$ cat src/hw/rtl/atsa_pkg.sv
package atsa_pkg;

    // arctangent table, degrees with 16 fraction bits
    localparam int TAB_FRAC = 16;
    localparam int TAB_LEN  = 24;
    localparam int ZW       = 26;

    function automatic logic signed [ZW-1:0] atan_tab(input logic [4:0] i);
        case (i)
            5'd0:  atan_tab = 26'sd2949120;
            5'd1:  atan_tab = 26'sd1740967;
            5'd2:  atan_tab = 26'sd919879;
            5'd3:  atan_tab = 26'sd466945;
            5'd4:  atan_tab = 26'sd234379;
            5'd5:  atan_tab = 26'sd117304;
            5'd6:  atan_tab = 26'sd58666;
            5'd7:  atan_tab = 26'sd29335;
            5'd8:  atan_tab = 26'sd14668;
            5'd9:  atan_tab = 26'sd7334;
            5'd10: atan_tab = 26'sd3667;
            5'd11: atan_tab = 26'sd1833;
            5'd12: atan_tab = 26'sd917;
            5'd13: atan_tab = 26'sd458;
            5'd14: atan_tab = 26'sd229;
            5'd15: atan_tab = 26'sd115;
            5'd16: atan_tab = 26'sd57;
            5'd17: atan_tab = 26'sd29;
            5'd18: atan_tab = 26'sd14;
            5'd19: atan_tab = 26'sd7;
            5'd20: atan_tab = 26'sd4;
            5'd21: atan_tab = 26'sd2;
            5'd22: atan_tab = 26'sd1;
            default: atan_tab = 26'sd0;
        endcase
    endfunction

endpackage

$ cat src/hw/rtl/atsa_isqrt.sv
// pipelined restoring square root, one result bit per stage
module atsa_isqrt
    import atsa_pkg::*;
#(
    parameter int IW = 48,
    parameter int TW = 8
)
(
    input  logic            clk,
    input  logic            en,
    input  logic [IW-1:0]   radicand,
    input  logic [TW-1:0]   tag_in,
    output logic [IW/2-1:0] root,
    output logic [TW-1:0]   tag_out
);
    localparam int N = IW / 2;

    logic [IW-1:0] rem_reg  [0:N];
    logic [IW-1:0] res_reg  [0:N];
    logic [IW-1:0] bit_reg  [0:N];
    logic [TW-1:0] tag_reg  [0:N];

    // stage 0 loads the operand
    always_ff @(posedge clk)
    begin
        if (en)
        begin
            rem_reg[0] <= radicand;
            res_reg[0] <= '0;
            bit_reg[0] <= {2'b01, {(IW-2){1'b0}}};
            tag_reg[0] <= tag_in;
        end
    end

    // one digit per stage
    for (genvar s = 0; s < N; s++)
    begin : g_stage
        logic [IW-1:0] sum;
        assign sum = res_reg[s] + bit_reg[s];
        always_ff @(posedge clk)
        begin
            if (en)
            begin
                if (rem_reg[s] >= sum)
                begin
                    rem_reg[s+1] <= rem_reg[s] - sum;
                    res_reg[s+1] <= (res_reg[s] >> 1) + bit_reg[s];
                end
                else
                begin
                    rem_reg[s+1] <= rem_reg[s];
                    res_reg[s+1] <= res_reg[s] >> 1;
                end
                bit_reg[s+1] <= bit_reg[s] >> 2;
                tag_reg[s+1] <= tag_reg[s];
            end
        end
    end

    assign root    = res_reg[N][N-1:0];
    assign tag_out = tag_reg[N];
endmodule

$ cat config.mk
export PLATFORM = sky130hd
export DESIGN_NAME = atsa_isqrt
export DESIGN_NICKNAME = d
export VERILOG_FILES = /design/src/hw/rtl/atsa_pkg.sv /design/src/hw/rtl/atsa_isqrt.sv
export SDC_FILE = /design/constraint.sdc
export NUM_CORES = 2
export LEC_CHECK = 0
export BUFFER_PORTS_ARGS = -buffer_cell sky130_fd_sc_hd__clkbuf_2
export CAP_MARGIN = 15
export CELL_PAD_IN_SITES_DETAIL_PLACEMENT = 1
export CELL_PAD_IN_SITES_GLOBAL_PLACEMENT = 1
export CORE_ASPECT_RATIO = 0.9
export CORE_MARGIN = 2
export CORE_UTILIZATION = 57
export CTS_BUF_LIST = sky130_fd_sc_hd__clkbuf_4 sky130_fd_sc_hd__clkbuf_8 sky130_fd_sc_hd__clkbuf_16
export DETAILED_ROUTE_END_ITERATION = 6
export GPL_ROUTABILITY_DRIVEN = 0
export PLACE_DENSITY_LB_ADDON = 0.1
export REMOVE_ABC_BUFFERS = 1
export SETUP_SLACK_MARGIN = 0.4
export SLEW_MARGIN = 5
export SYNTH_ARGS = -nofsm -noshare
export SYNTH_HDL_FRONTEND = slang
export SYNTH_SLANG_ARGS = --single-unit
$ cat constraint.sdc
create_clock -name clk -period 11.7 [get_ports clk]
set_input_delay 2.34 -clock clk [delete_from_list [all_inputs] [get_ports clk]]
set_output_delay 2.34 -clock clk [all_outputs]
set_load 0.03 [all_outputs]
=== Yosys cells after proc, flatten, opt, wreduce, memory -nomap -nowiden ===
Memories as Yosys holds them, arrays and structs flattened.
Cells that the tools add are included.

* Flip-flop bits (word level): 0
* Bits in latches: 0
* Memory bits (writable): 3775
* Memory bits (read-only): 0
* Input port bits: 58
* Output and inout port bits: 32
* Word-level logic and storage cells: 342
* Memories: 4

* Add/sub/neg operators: 72
* Multiply operators: 0
* Divide/modulo/power cells: 0
* Magnitude comparators: 24
* Equality and inequality tests: 0
* Shift operators: 0
* Mux-type cells: 194
* Bitwise operators: 48
* Reduce and logical (&&, ||, !) cells: 0

{| class="wikitable"
|+ Memories
! memory !! depth !! bits a word !! rd ports !! clocked after Yosys merged registers in !! write ports !! line !! source
|-
| rem_reg || 25 || 48 || 24 || 0 || 25 || atsa_isqrt.sv:18 || <nowiki>logic [IW-1:0] rem_reg [0:N];</nowiki>
|-
| res_reg || 25 || 48 || 25 || 0 || 25 || atsa_isqrt.sv:19 || <nowiki>logic [IW-1:0] res_reg [0:N];</nowiki>
|-
| bit_reg || 25 || 47 || 24 || 0 || 25 || atsa_isqrt.sv:20 || <nowiki>logic [IW-1:0] bit_reg [0:N];</nowiki>
|-
| tag_reg || 25 || 8 || 25 || 0 || 25 || atsa_isqrt.sv:21 || <nowiki>logic [TW-1:0] tag_reg [0:N];</nowiki>
|}

{| class="wikitable"
|+ Operators with widths
! operator !! number
|-
| two-way mux 48 bit || 48
|-
| adder 47 x 48 -> 48 bit || 24
|-
| adder 48 bit || 24
|-
| greater-or-equal comparator 48 bit || 24
|-
| subtractor 48 bit || 24
|-
| two-way mux 1 bit || 146
|-
| bitwise OR 1 bit || 48
|}

=== Logic depth before layout (Yosys ltp) ===
An unclocked memory read counts as a cell.

* Depth in word-level cells: 7
* Mapped depth: 13

=== Least setup slack after synthesis ===
Ideal clock, no wire load.

* Kind: in2reg
* Start: input port en
* End: memory rem_reg[23][0], in the netlist rem_reg[2][336], enable pin
* Setup time: 0.454 ns
* Data arrival time: 5.053 ns
* Data required time: 11.246 ns
* Slack: 6.193 ns
* Cell stages on the path: 4
* Buffers on the path: 4
* Cells stage by stage: clkbuf_1 clkbuf_1 clkbuf_1 clkbuf_1

{| class="wikitable"
|+ RTL lines
! item !! line !! source
|-
| from (decl) || atsa_isqrt.sv:10 || <nowiki>input logic en,</nowiki>
|-
| to (decl) || atsa_isqrt.sv:18 ||
|}

==> out/qor.yml <==
status: "finished clean"
hp-class: "reg2reg"
drcViolationCount: 0
p_leak_nw: 30.7
fin_skew_ns: 0.0433
grt_use_met2_pct: 50.5
synth_edf_count: 1652
crit_family: "buffers and inverters"
ys_seq_area_share_pct: 65.8
crit_arrival_ns: 5.65
first_iter_violations: 3731
antenna_found_initial: 3
tns_ns: 0
die_w_um: 387
num-fill-cells: 12500
final_antenna_net_count: 0
rsz0062_at_grt: "no"
area_growth_pct: 10.6
port_buffers: 89
cpPeakStageDelay_ns: 0.75
via_per_inst: 6.19
clkSlewWorstSetupHoldPaths_ns: 0.06
setup_viol: 0
ys.flop_type: "edfxtp_1"
slowest_stage: "buf_4"
worst_setup_path_start_kind: "input pin"
final_cell_mix: "edfxtp_1, nand2_1, inv_1, ha_1, nor2_1"
holdWs_ns: 0.419
powerDensity_nw_per_um2: 190
multi_input_area_um2: 23800
finalPower_w: 0.0158
ir_worst_vdd_uv: 160
dr.pass1.iters: 6
post-route-period-util_pct: 44.9
netlist_instances: 5666
yosysTopAreaCellShare_pct: 65.8
post_cts_resized: 0
htree_levels: 4
slew_violations: 0
grt_first_pass_wirelength_um: 298000
met3_usage_pct: 3.51
post-dp-hpwl_um: 133000
slew_headroom_pct: 25.7
cts_num_sinks: 1652
crit_chain: "buf_12, buf_12, buf_4, buf_4, buf_4"
ys_types: 89
drive_above_1_share_pct: 8.23
ios: 90
async_flop_share_pct: 0
timing.final.ws_setup_ns: 6.45
grt_max_degree: 172
coreArea_um2: 131000
synth_top_area_cell: "edfxtp_1"
fin_crit_ns: 5.25
clockRootBuffer: "clkbuf_16"
path_buf_inv: 5
tightest_slew_ns: 1.11
clk-insertion-delay-late_ns: 0.80
final_nets: 6202
dp_slack_ns: 5.61
final_common_cell: "edfxtp_1"
met1_usage_pct: 36.7
wire_per_inst_um: 25.0
synth-seq-cells: 1652
fmax_mhz: 190
cp_data_required_time_ns: 12.10
cts_buffers: 167
crit_fanout: 125
synthTopCellsByArea: "edfxtp_1, ha_1, xnor2_1"
crit_type: "in2reg"
syn-cell-area_um2: 75400
largest_register_ff_count: 1152
die_area_um2: 135000
grt_overflow: 0
synth_warnings: 0
ctsHoldBuffers: 0
row_count: 126
cts_tree: "done"
hold_viol: 0
avgSynthCellArea_um2: 13.3
start_util_pct: 57.5
wirelength_um: 192000
cp-end-kind: "flop"
seqCellArea_um2: 49600
top_usage_layer: "met2"
cts_buffer_depth: 3
die_y_um: 349
cap_violations: 0
grt_pass1_vias: 50100
postCtsSetupBuffers: 0
vias: 47600
grt_usage_pct: 28.4
cp_common_cell: "buf_4"
## cell type report
class,instances,share of cell area [%]
clock inverter,96,1.23
tap,1728,2.59
clock buffer,207,5.42
antenna,1,0.00300
multi-input combinational,3498,28.6
sequential,1652,59.5
timing repair buffer,124,0.952
inverter,379,1.71
## routing by layer
metal | vias up | part of all wire, %
met5 | - | 0.0068
met3 | 351 | 4.4
met2 | 1286 | 51
met4 | 2 | 2.6
li1 | 21800 | -
met1 | 24200 | 42
## cell families (layout without fill, tap and decap cells)
logic type	after synthesis	in the layout	share of synthesized area, %
AO/OA/AOI/OAI	986	986	8.25
XOR/XNOR	467	467	5.43
adder cells (fa/ha/maj)	322	322	5.35
buffers and inverters	516	806	2.60
flip-flops	1652	1652	65.8
multiplexers	52	52	0.767
other	0	1	0
AND/OR/NAND/NOR	1671	1671	11.8
## worst reg2reg max path: stages (launching register included)
cell	delay [ns]
edfxtp_1	0.44
inv_1	0.08
ha_1	0.40
nand4b_1	0.33
or4_1	0.60
nor4_1	0.71
a2111o_1	0.29
a21oi_2	0.04
buf_4	0.29
or4b_2	0.79
nor4_1	0.28
xor2_1	0.11
## stage by stage
stage	instances	util [%]	instance area (µm²)
after CTS	7683	63.5	83300
after floorplan	5529	-	74800
after detailed placement	7380	59.3	77800
after global placement	7380	59.3	77800
after global routing	7684	63.5	83400
final	7685	63.6	83400
## power by group
| part | total (W) | switching, W | leakage, nW | internal, W |
|---|---|---|---|---|
| sequential | 0.00789 | 0.000547 | 15.9 | 0.00734 |
| combinational | 0.00253 | 0.00152 | 12.1 | 0.00101 |
| clock | 0.00542 | 0.00236 | 2.73 | 0.00306 |
| total | 0.0158 | 0.00443 | 30.7 | 0.0114 |
## cells in the mapped netlist, types with 84 or more instances
cell type and n:
o21ai_0 266, a21o_1 94, nand4_1 100, nor4_1 205, clkbuf_1 116, a21oi_1 271, nand2_1 390, xnor2_1 249
nand3_1 84, nor3_1 172, nor2_1 299, xor2_1 218, inv_1 378, ha_1 322, edfxtp_1 1652
## worst paths after layout
check | slack (ns) | start | end | depth (start not counted)
setup reg to reg | 7.10 | res_reg[2][265]$_DFFE_PP_ | rem_reg[2][324]$_DFFE_PP_ | 11
hold / removal | 0.42 | tag_reg[1][44]$_DFFE_PP_ | tag_reg[1][52]$_DFFE_PP_ | 0
hold reg to reg | 0.42 | tag_reg[1][44]$_DFFE_PP_ | tag_reg[1][52]$_DFFE_PP_ | 0
setup / recovery | 6.45 | en | rem_reg[2][322]$_DFFE_PP_ | 5
No activity file was read; power rests on OpenSTA's default activity.
