`config.mk`:
```
export PLATFORM = sky130hd
export DESIGN_NAME = atsa_cordic
export DESIGN_NICKNAME = d
export VERILOG_FILES = /design/src/hw/rtl/atsa_pkg.sv /design/src/hw/rtl/atsa_cordic.sv
export SDC_FILE = /design/constraint.sdc
export NUM_CORES = 2
export LEC_CHECK = 0
export BUFFER_PORTS_ARGS = -buffer_cell sky130_fd_sc_hd__buf_2
export CORE_MARGIN = 8
export CORE_UTILIZATION = 65
export CTS_CLUSTER_SIZE = 14
export DETAILED_ROUTE_END_ITERATION = 7
export PLACE_DENSITY = 0.87
export SYNTH_ARGS = -nofsm -noshare
export SYNTH_HDL_FRONTEND = slang
export SYNTH_SLANG_ARGS = --single-unit
```
`constraint.sdc`:
```
create_clock -name clk -period 9.4 [get_ports clk]
set_clock_uncertainty 0.1 [all_clocks]
set_input_delay 1.88 -clock clk [delete_from_list [all_inputs] [get_ports clk]]
set_output_delay 1.88 -clock clk [all_outputs]
set_load 0.03 [all_outputs]
```
`src/hw/rtl/atsa_pkg.sv`:
```
package atsa_pkg;

    // arctangent table, degrees with 16 fraction bits
    localparam int TAB_FRAC = 16;
    localparam int TAB_LEN  = 24;
    localparam int ZW       = 26;

    function automatic logic signed [ZW-1:0] atan_tab(input logic [4:0] i);
        case (i)
            5'd0:  atan_tab = 26'sd2949120;
            5'd1:  atan_tab = 26'sd1740967;
            5'd2:  atan_tab = 26'sd919879;
            5'd3:  atan_tab = 26'sd466945;
            5'd4:  atan_tab = 26'sd234379;
            5'd5:  atan_tab = 26'sd117304;
            5'd6:  atan_tab = 26'sd58666;
            5'd7:  atan_tab = 26'sd29335;
            5'd8:  atan_tab = 26'sd14668;
            5'd9:  atan_tab = 26'sd7334;
            5'd10: atan_tab = 26'sd3667;
            5'd11: atan_tab = 26'sd1833;
            5'd12: atan_tab = 26'sd917;
            5'd13: atan_tab = 26'sd458;
            5'd14: atan_tab = 26'sd229;
            5'd15: atan_tab = 26'sd115;
            5'd16: atan_tab = 26'sd57;
            5'd17: atan_tab = 26'sd29;
            5'd18: atan_tab = 26'sd14;
            5'd19: atan_tab = 26'sd7;
            5'd20: atan_tab = 26'sd4;
            5'd21: atan_tab = 26'sd2;
            5'd22: atan_tab = 26'sd1;
            default: atan_tab = 26'sd0;
        endcase
    endfunction

endpackage

```
`src/hw/rtl/atsa_cordic.sv`:
```
// pipelined vectoring cordic, atan2(num, den) in degrees
module atsa_cordic
    import atsa_pkg::*;
#(
    parameter int STAGES    = 16,
    parameter int FRAC_BITS = 8,
    parameter int DW        = 26
)
(
    input  logic                  clk,
    input  logic                  en,
    input  logic signed [DW-1:0]  num,
    input  logic [DW-2:0]         den,
    output logic signed [ZW-1:0]  angle
);
    localparam int NS  = (STAGES < TAB_LEN) ? STAGES : TAB_LEN;
    localparam int XW  = DW + 2;
    localparam logic signed [ZW-1:0] LIM = ZW'(90 << FRAC_BITS);

    // special case marks carried down the pipeline
    localparam logic [1:0] SP_NONE = 2'd0;
    localparam logic [1:0] SP_ZERO = 2'd1;
    localparam logic [1:0] SP_POS  = 2'd2;
    localparam logic [1:0] SP_NEG  = 2'd3;

    logic signed [XW-1:0] x_reg [0:NS];
    logic signed [XW-1:0] y_reg [0:NS];
    logic signed [ZW-1:0] z_reg [0:NS];
    logic [1:0]           sp_reg [0:NS];
    logic signed [ZW-1:0] out_reg;

    // special cases: zero numerator, zero denominator
    always_ff @(posedge clk)
    begin
        if (en)
        begin
            x_reg[0]   <= XW'($signed({1'b0, den}));
            y_reg[0]   <= XW'(num);
            z_reg[0]   <= '0;
            if (num == '0)
                sp_reg[0] <= SP_ZERO;
            else if (den == '0)
                sp_reg[0] <= num[DW-1] ? SP_NEG : SP_POS;
            else
                sp_reg[0] <= SP_NONE;
        end
    end

    for (genvar i = 0; i < NS; i++)
    begin : g_rot
        always_ff @(posedge clk)
        begin
            if (en)
            begin
                if (y_reg[i] >= 0)
                begin
                    x_reg[i+1] <= x_reg[i] + (y_reg[i] >>> i);
                    y_reg[i+1] <= y_reg[i] - (x_reg[i] >>> i);
                    z_reg[i+1] <= z_reg[i] + atan_tab(5'(i));
                end
                else
                begin
                    x_reg[i+1] <= x_reg[i] - (y_reg[i] >>> i);
                    y_reg[i+1] <= y_reg[i] + (x_reg[i] >>> i);
                    z_reg[i+1] <= z_reg[i] - atan_tab(5'(i));
                end
                sp_reg[i+1] <= sp_reg[i];
            end
        end
    end

    // round to output fraction bits and clamp
    logic signed [ZW-1:0] zr;
    logic signed [ZW-1:0] zc;
    always_comb
    begin
        if (TAB_FRAC > FRAC_BITS)
            zr = (z_reg[NS] + ZW'(1 << (TAB_FRAC - FRAC_BITS - 1)))
                 >>> (TAB_FRAC - FRAC_BITS);
        else
            zr = z_reg[NS];
        if (zr > LIM)
            zc = LIM;
        else if (zr < -LIM)
            zc = -LIM;
        else
            zc = zr;
        case (sp_reg[NS])
            SP_ZERO: zc = '0;
            SP_POS:  zc = LIM;
            SP_NEG:  zc = -LIM;
            default: ;
        endcase
    end

    always_ff @(posedge clk)
    begin
        if (en)
            out_reg <= zc;
    end

    assign angle = out_reg;
endmodule

```
* After elaboration in Yosys (flattened, before gate mapping)
Memories as Yosys holds them, arrays and structs flattened. Index checks and enable logic that the tools add are counted.
Word-level totals: register bits 26, latch bits 0, bits in writable memories 1428, ROM bits 0, input port bits 53, output and inout port bits 26, logic and storage cells 337, memories kept 4
Memories:
- x_reg | words 17, width 28, rd ports 16, clocked after memory_dff 0, write ports 17, line atsa_cordic.sv:26 | logic signed [XW-1:0] x_reg [0:NS];
- y_reg | words 17, width 28, rd ports 16, clocked after memory_dff 0, write ports 17, line atsa_cordic.sv:27 | logic signed [XW-1:0] y_reg [0:NS];
- z_reg | words 17, width 26, rd ports 17, clocked after memory_dff 0, write ports 17, line atsa_cordic.sv:28 | logic signed [ZW-1:0] z_reg [0:NS];
- sp_reg | words 17, width 2, rd ports 17, clocked after memory_dff 0, write ports 17, line atsa_cordic.sv:29 | logic [1:0] sp_reg [0:NS];
Operators by class: add/sub/neg operators 96, multiply operators 0, div/mod/pow operators 0, magnitude comparators 18, equal/unequal tests 3, shift operators 0, multiplexer cells 163, bitwise gates (word level) 50, reductions and logical operators 2
Operators with widths (number):
- two-way mux 28 bit | 32
- two-way mux 26 bit | 18
- greater-or-equal comparator 28 x 1 -> 1 bit (second input constant) | 16
- two-way mux 1 bit | 110
- one-hot mux 26 bit (3 select lines) | 1
- adder 28 x 13 -> 28 bit | 2
- adder 28 x 14 -> 28 bit | 2
- adder 28 x 15 -> 28 bit | 2
- adder 28 x 16 -> 28 bit | 2
- adder 28 x 17 -> 28 bit | 2
- adder 28 x 18 -> 28 bit | 2
- adder 28 x 19 -> 28 bit | 2
- adder 28 x 20 -> 28 bit | 2
- adder 28 x 21 -> 28 bit | 2
- adder 28 x 22 -> 28 bit | 2
- adder 28 x 23 -> 28 bit | 2
- adder 28 x 24 -> 28 bit | 2
- adder 28 x 25 -> 28 bit | 2
- adder 28 x 26 -> 28 bit | 2
- adder 28 x 27 -> 28 bit | 2
- subtractor 28 x 13 -> 28 bit | 2
- subtractor 28 x 14 -> 28 bit | 2
- subtractor 28 x 15 -> 28 bit | 2
- subtractor 28 x 16 -> 28 bit | 2
- 53 further kinds | 117

* Depth between registers and ports, before layout
word-level depth 7, depth in mapped cells 22, mapped depth without buffers 20

* Worst setup path after synthesis
OpenSTA, ideal clock, no wires.
path kind input -> register, start point in en, end point mem y_reg[5][27] (netlist bit) (data pin), library setup time 0.265 ns, arrival time 6.305 ns, required time 9.035 ns, path slack 2.731 ns, cell stages on the path 21, buffers on the path 7, path through buf_4 -> buf_6 -> buf_6 -> nand2_2 -> clkbuf_1 -> clkbuf_1 -> clkbuf_1 -> buf_1 -> nand2_1 -> xnor2_1 -> ha_1 -> nand4_1 -> nor3_1 -> o2bb2ai_1 -> nor4_1 -> o41ai_1 -> nand4_1 -> and4b_1 -> nor4b_1 -> a311oi_1 -> xnor2_1
RTL lines:
- from (decl) | line atsa_cordic.sv:11 | input logic en,
- to (decl) | line atsa_cordic.sv:27

==> metrics.md <==
| Metric | Value |
|---|---|
| Share of the synthesized area in the top cell type | 36.7% |
| GR Layer Usage met1 | 36.5% |
| Area Overhead vs Synth | 6.49% |
| Final nets | 11600 |
| Worst setup slack after layout | 2800 ps |
| Critical Path Max Stage Delay | 890 ps |
| Die Wd | 409 um |
| Dominant register cell in the synthesized netlist | edfxtp_1 |
| Hold/Removal Path Class | reg2reg |
| Cts hold-fix bufs | 0 |
| Count leader, synth | edfxtp_1 |
| Max reg flops | 419 |
| Synth warn | 0 |
| Routed len/inst | 19.6 um |
| Ports | 79 |
| Status | finished clean |
| Commonest cells post-synth | edfxtp_1, xnor2_1, a21oi_1, ha_1, nor2_1 |
| Max Slew Vio Count | 0 |
| Vias in the first global route | 78500 |
| FFs w/ async S/R, synth | 0% |
| Critical path cell sequence | buf_8 > buf_4 > and2_1 > buf_4 > inv_2 > mux2i_1 > fa_1 > a21oi_1 > o21bai_1 > a2111oi_0 > nor4_1 > o21bai_1 > a31oi_1 > nand4_1 > nand4b_1 > a21oi_1 > xnor2_1 |
| HPWL after DPL | 188000 um |
| Post-CTS setup buffer count | 0 |
| Final-layout fill cell count | 11400 |
| Die area | 168000 um2 |
| Ranking of synthesized cells by area | edfxtp_1, ha_1, xnor2_1, a21oi_1, xor2_1 |
| Max cap viols | 0 |
| Cell accounting for the most synthesized area | edfxtp_1 |
| Total number of vias | 82000 |
| DRC viols | 0 |
| Setup crit end kind | flop |
| Synthesized area | 101000 um2 |
| Worst-path maximum fanout | 50 |
| Synthesized net count | 11600 |
| Post-synthesis register bit count | 1230 |
| Via/cell ratio | 6.45 |
| Met2 Use GR | 49.1% |
| Overflow after GRT | 0 |
| Share of layout cells above drive strength 1 | 4.54% |
| Router iterations before antenna repair | 8 |
| Post-route minimum period | 6600 ps |
| Crit Path Class | in2reg |
| Hold Violations, Final | 0 |
| Max frequency | 0.152 GHz |
| Clk_lat worst skew | 810 ps |
| Starting DRT DRC Count | 8168 |
| CTS root buf | clkbuf_16 |
| Fin crit share | 70.2% |
| Placed cell area | 103000 um2 |
| Number of flops mapped to enable cells by yosys | 1230 |
| Clock transition at path regs | 60 ps |
| GRT busiest layer | met2 |
| Register area share after synthesis | 36.7% |
| Post-CTS resize count | 0 |
| CTS tree | built |
| Initial Utilization | 65.3% |
| Core footprint | 154000 um2 |
| Mapped Cells | 10600 |
| Maximum number of pins on one net before global-route repair | 150 |
| Met3 Use GR | 3.55% |
| Post-Layout Inst Area | 107000 um2 |
| Distinct cells, synth | 110 |
| Worst EP required | 9840 ps |
| Critical path launch point type | input pin |
| Bufs and invs on worst path | 4 |
| RSZ-0062 raised after global routing | false |
| Initial antenna violation count | 2 |
| CTS Buf Count | 139 |
| Worst slew margin | 14.3% |
| H-tree depth | 4 |
| Synthesized area per cell | 9.46 um2 |
| Row cnt | 144 |
| CP arrival | 7040 ps |
| Clock sink count | 1230 |
| Diode count | 0 |
| Max clock buf depth | 3 |
| GRT Resource Usage Total | 28.4% |
| Slowest-stage cell, CP | a2111oi_0 |
| Crit-path leading delay family | compound AO/OA/AOI/OAI gates |
| Gpl congestion | 0.964 |
| Setup TNS | 0 ps |
| Post-DRT Antenna Nets | 0 |
| First-pass GRT wire length | 401000 um |
| Die extent in y | 409 um |
| Setup violators final | 0 |
| Post-Route WL | 249000 um |
| Pre-CTS setup slack | 2190 ps |
| Port bufs | 78 |
| Slew @ Worst Pin | 1270 ps |
per-stage QoR:
step / hold WS (ps) / utilization [%] / cells
floorplan: 300 / - / 10600
finish: 316 / 69.6 / 12700
global placement: 300 / 66.6 / 12500
detailed placement: 305 / 66.6 / 12500
CTS: 317 / 69.6 / 12700
global route: 316 / 69.6 / 12700
kinds of logic after synthesis:
group,share of synthesized area (%)
compound gates,18.8
mux,1.14
xor+xnor,13.6
fa+ha+maj,12.3
simple gates,14.5
buf+inv,2.93
flops,36.7
final cells by class:
| class | instances | area (um2) | area share (%) |
|---|---|---|---|
| inverters | 424 | 1590 | 1.49 |
| flip-flops and latches | 1230 | 36900 | 34.5 |
| clock buffers | 153 | 3530 | 3.30 |
| repair buffers | 125 | 778 | 0.727 |
| multi-input cells | 8638 | 60700 | 56.7 |
| well taps | 2044 | 2560 | 2.39 |
| clock inverters | 94 | 1010 | 0.944 |
worst paths after layout:
kind	from	endpoint	slack (ps)	depth (start not counted)
hold / removal	z_reg[5][2]	z_reg[6][2]	320	0
hold reg to reg	z_reg[5][2]	z_reg[6][2]	320	0
setup / recovery	en	x_reg[6][26]	2800	17
setup reg to reg	y_reg[5][27]	x_reg[6][26]	3830	15
worst reg2reg max path: stages (launching register included):
cell and delay, ps:
edfxtp_1 610, and2_1 260, buf_4 260, inv_2 760, mux2i_1 310, fa_1 510
a21oi_1 230, o21bai_1 140, a2111oi_0 890, nor4_1 200, o21bai_1 300, a31oi_1 210
nand4_1 150, nand4b_1 90, a21oi_1 200, xnor2_1 90
cell usage in the layout, fill, tap and decap left out, types with 31 or more instances in the layout:
cell,synthesis,layout
ha_1,934,934
buf_2,15,77
nor4_1,112,112
o41ai_1,55,55
a21o_1,318,318
nand3_1,228,228
a21oi_1,960,960
nand4_1,75,75
nand2_1,687,687
o31ai_1,141,141
nor2_1,882,882
or2_2,38,38
nor2b_1,102,102
o211ai_1,47,47
or3_1,96,96
o21a_1,130,130
clkbuf_16,0,139
a31oi_1,97,97
fa_1,31,31
nor3_1,296,296
xnor2_1,1054,1054
inv_1,415,415
o21ai_0,633,633
nand2b_1,149,149
a21boi_0,45,45
and3_1,103,103
and2_1,73,72
edfxtp_1,1230,1230
o21bai_1,111,111
a211oi_1,63,63
or4_1,53,53
o22ai_1,38,38
xor2_1,502,502
buf_4,18,45
mux2i_1,89,89
metal layers:
layer | up-vias | routed length, um
met4 | 0 | 9580
li1 | 39100 | -
met1 | 38900 | 103000
met3 | 790 | 15500
met5 | - | 0
met2 | 3222 | 121000
Power is not shown: default switching activity piles up to over one toggle a cycle in this logic, so the estimate is an artifact.
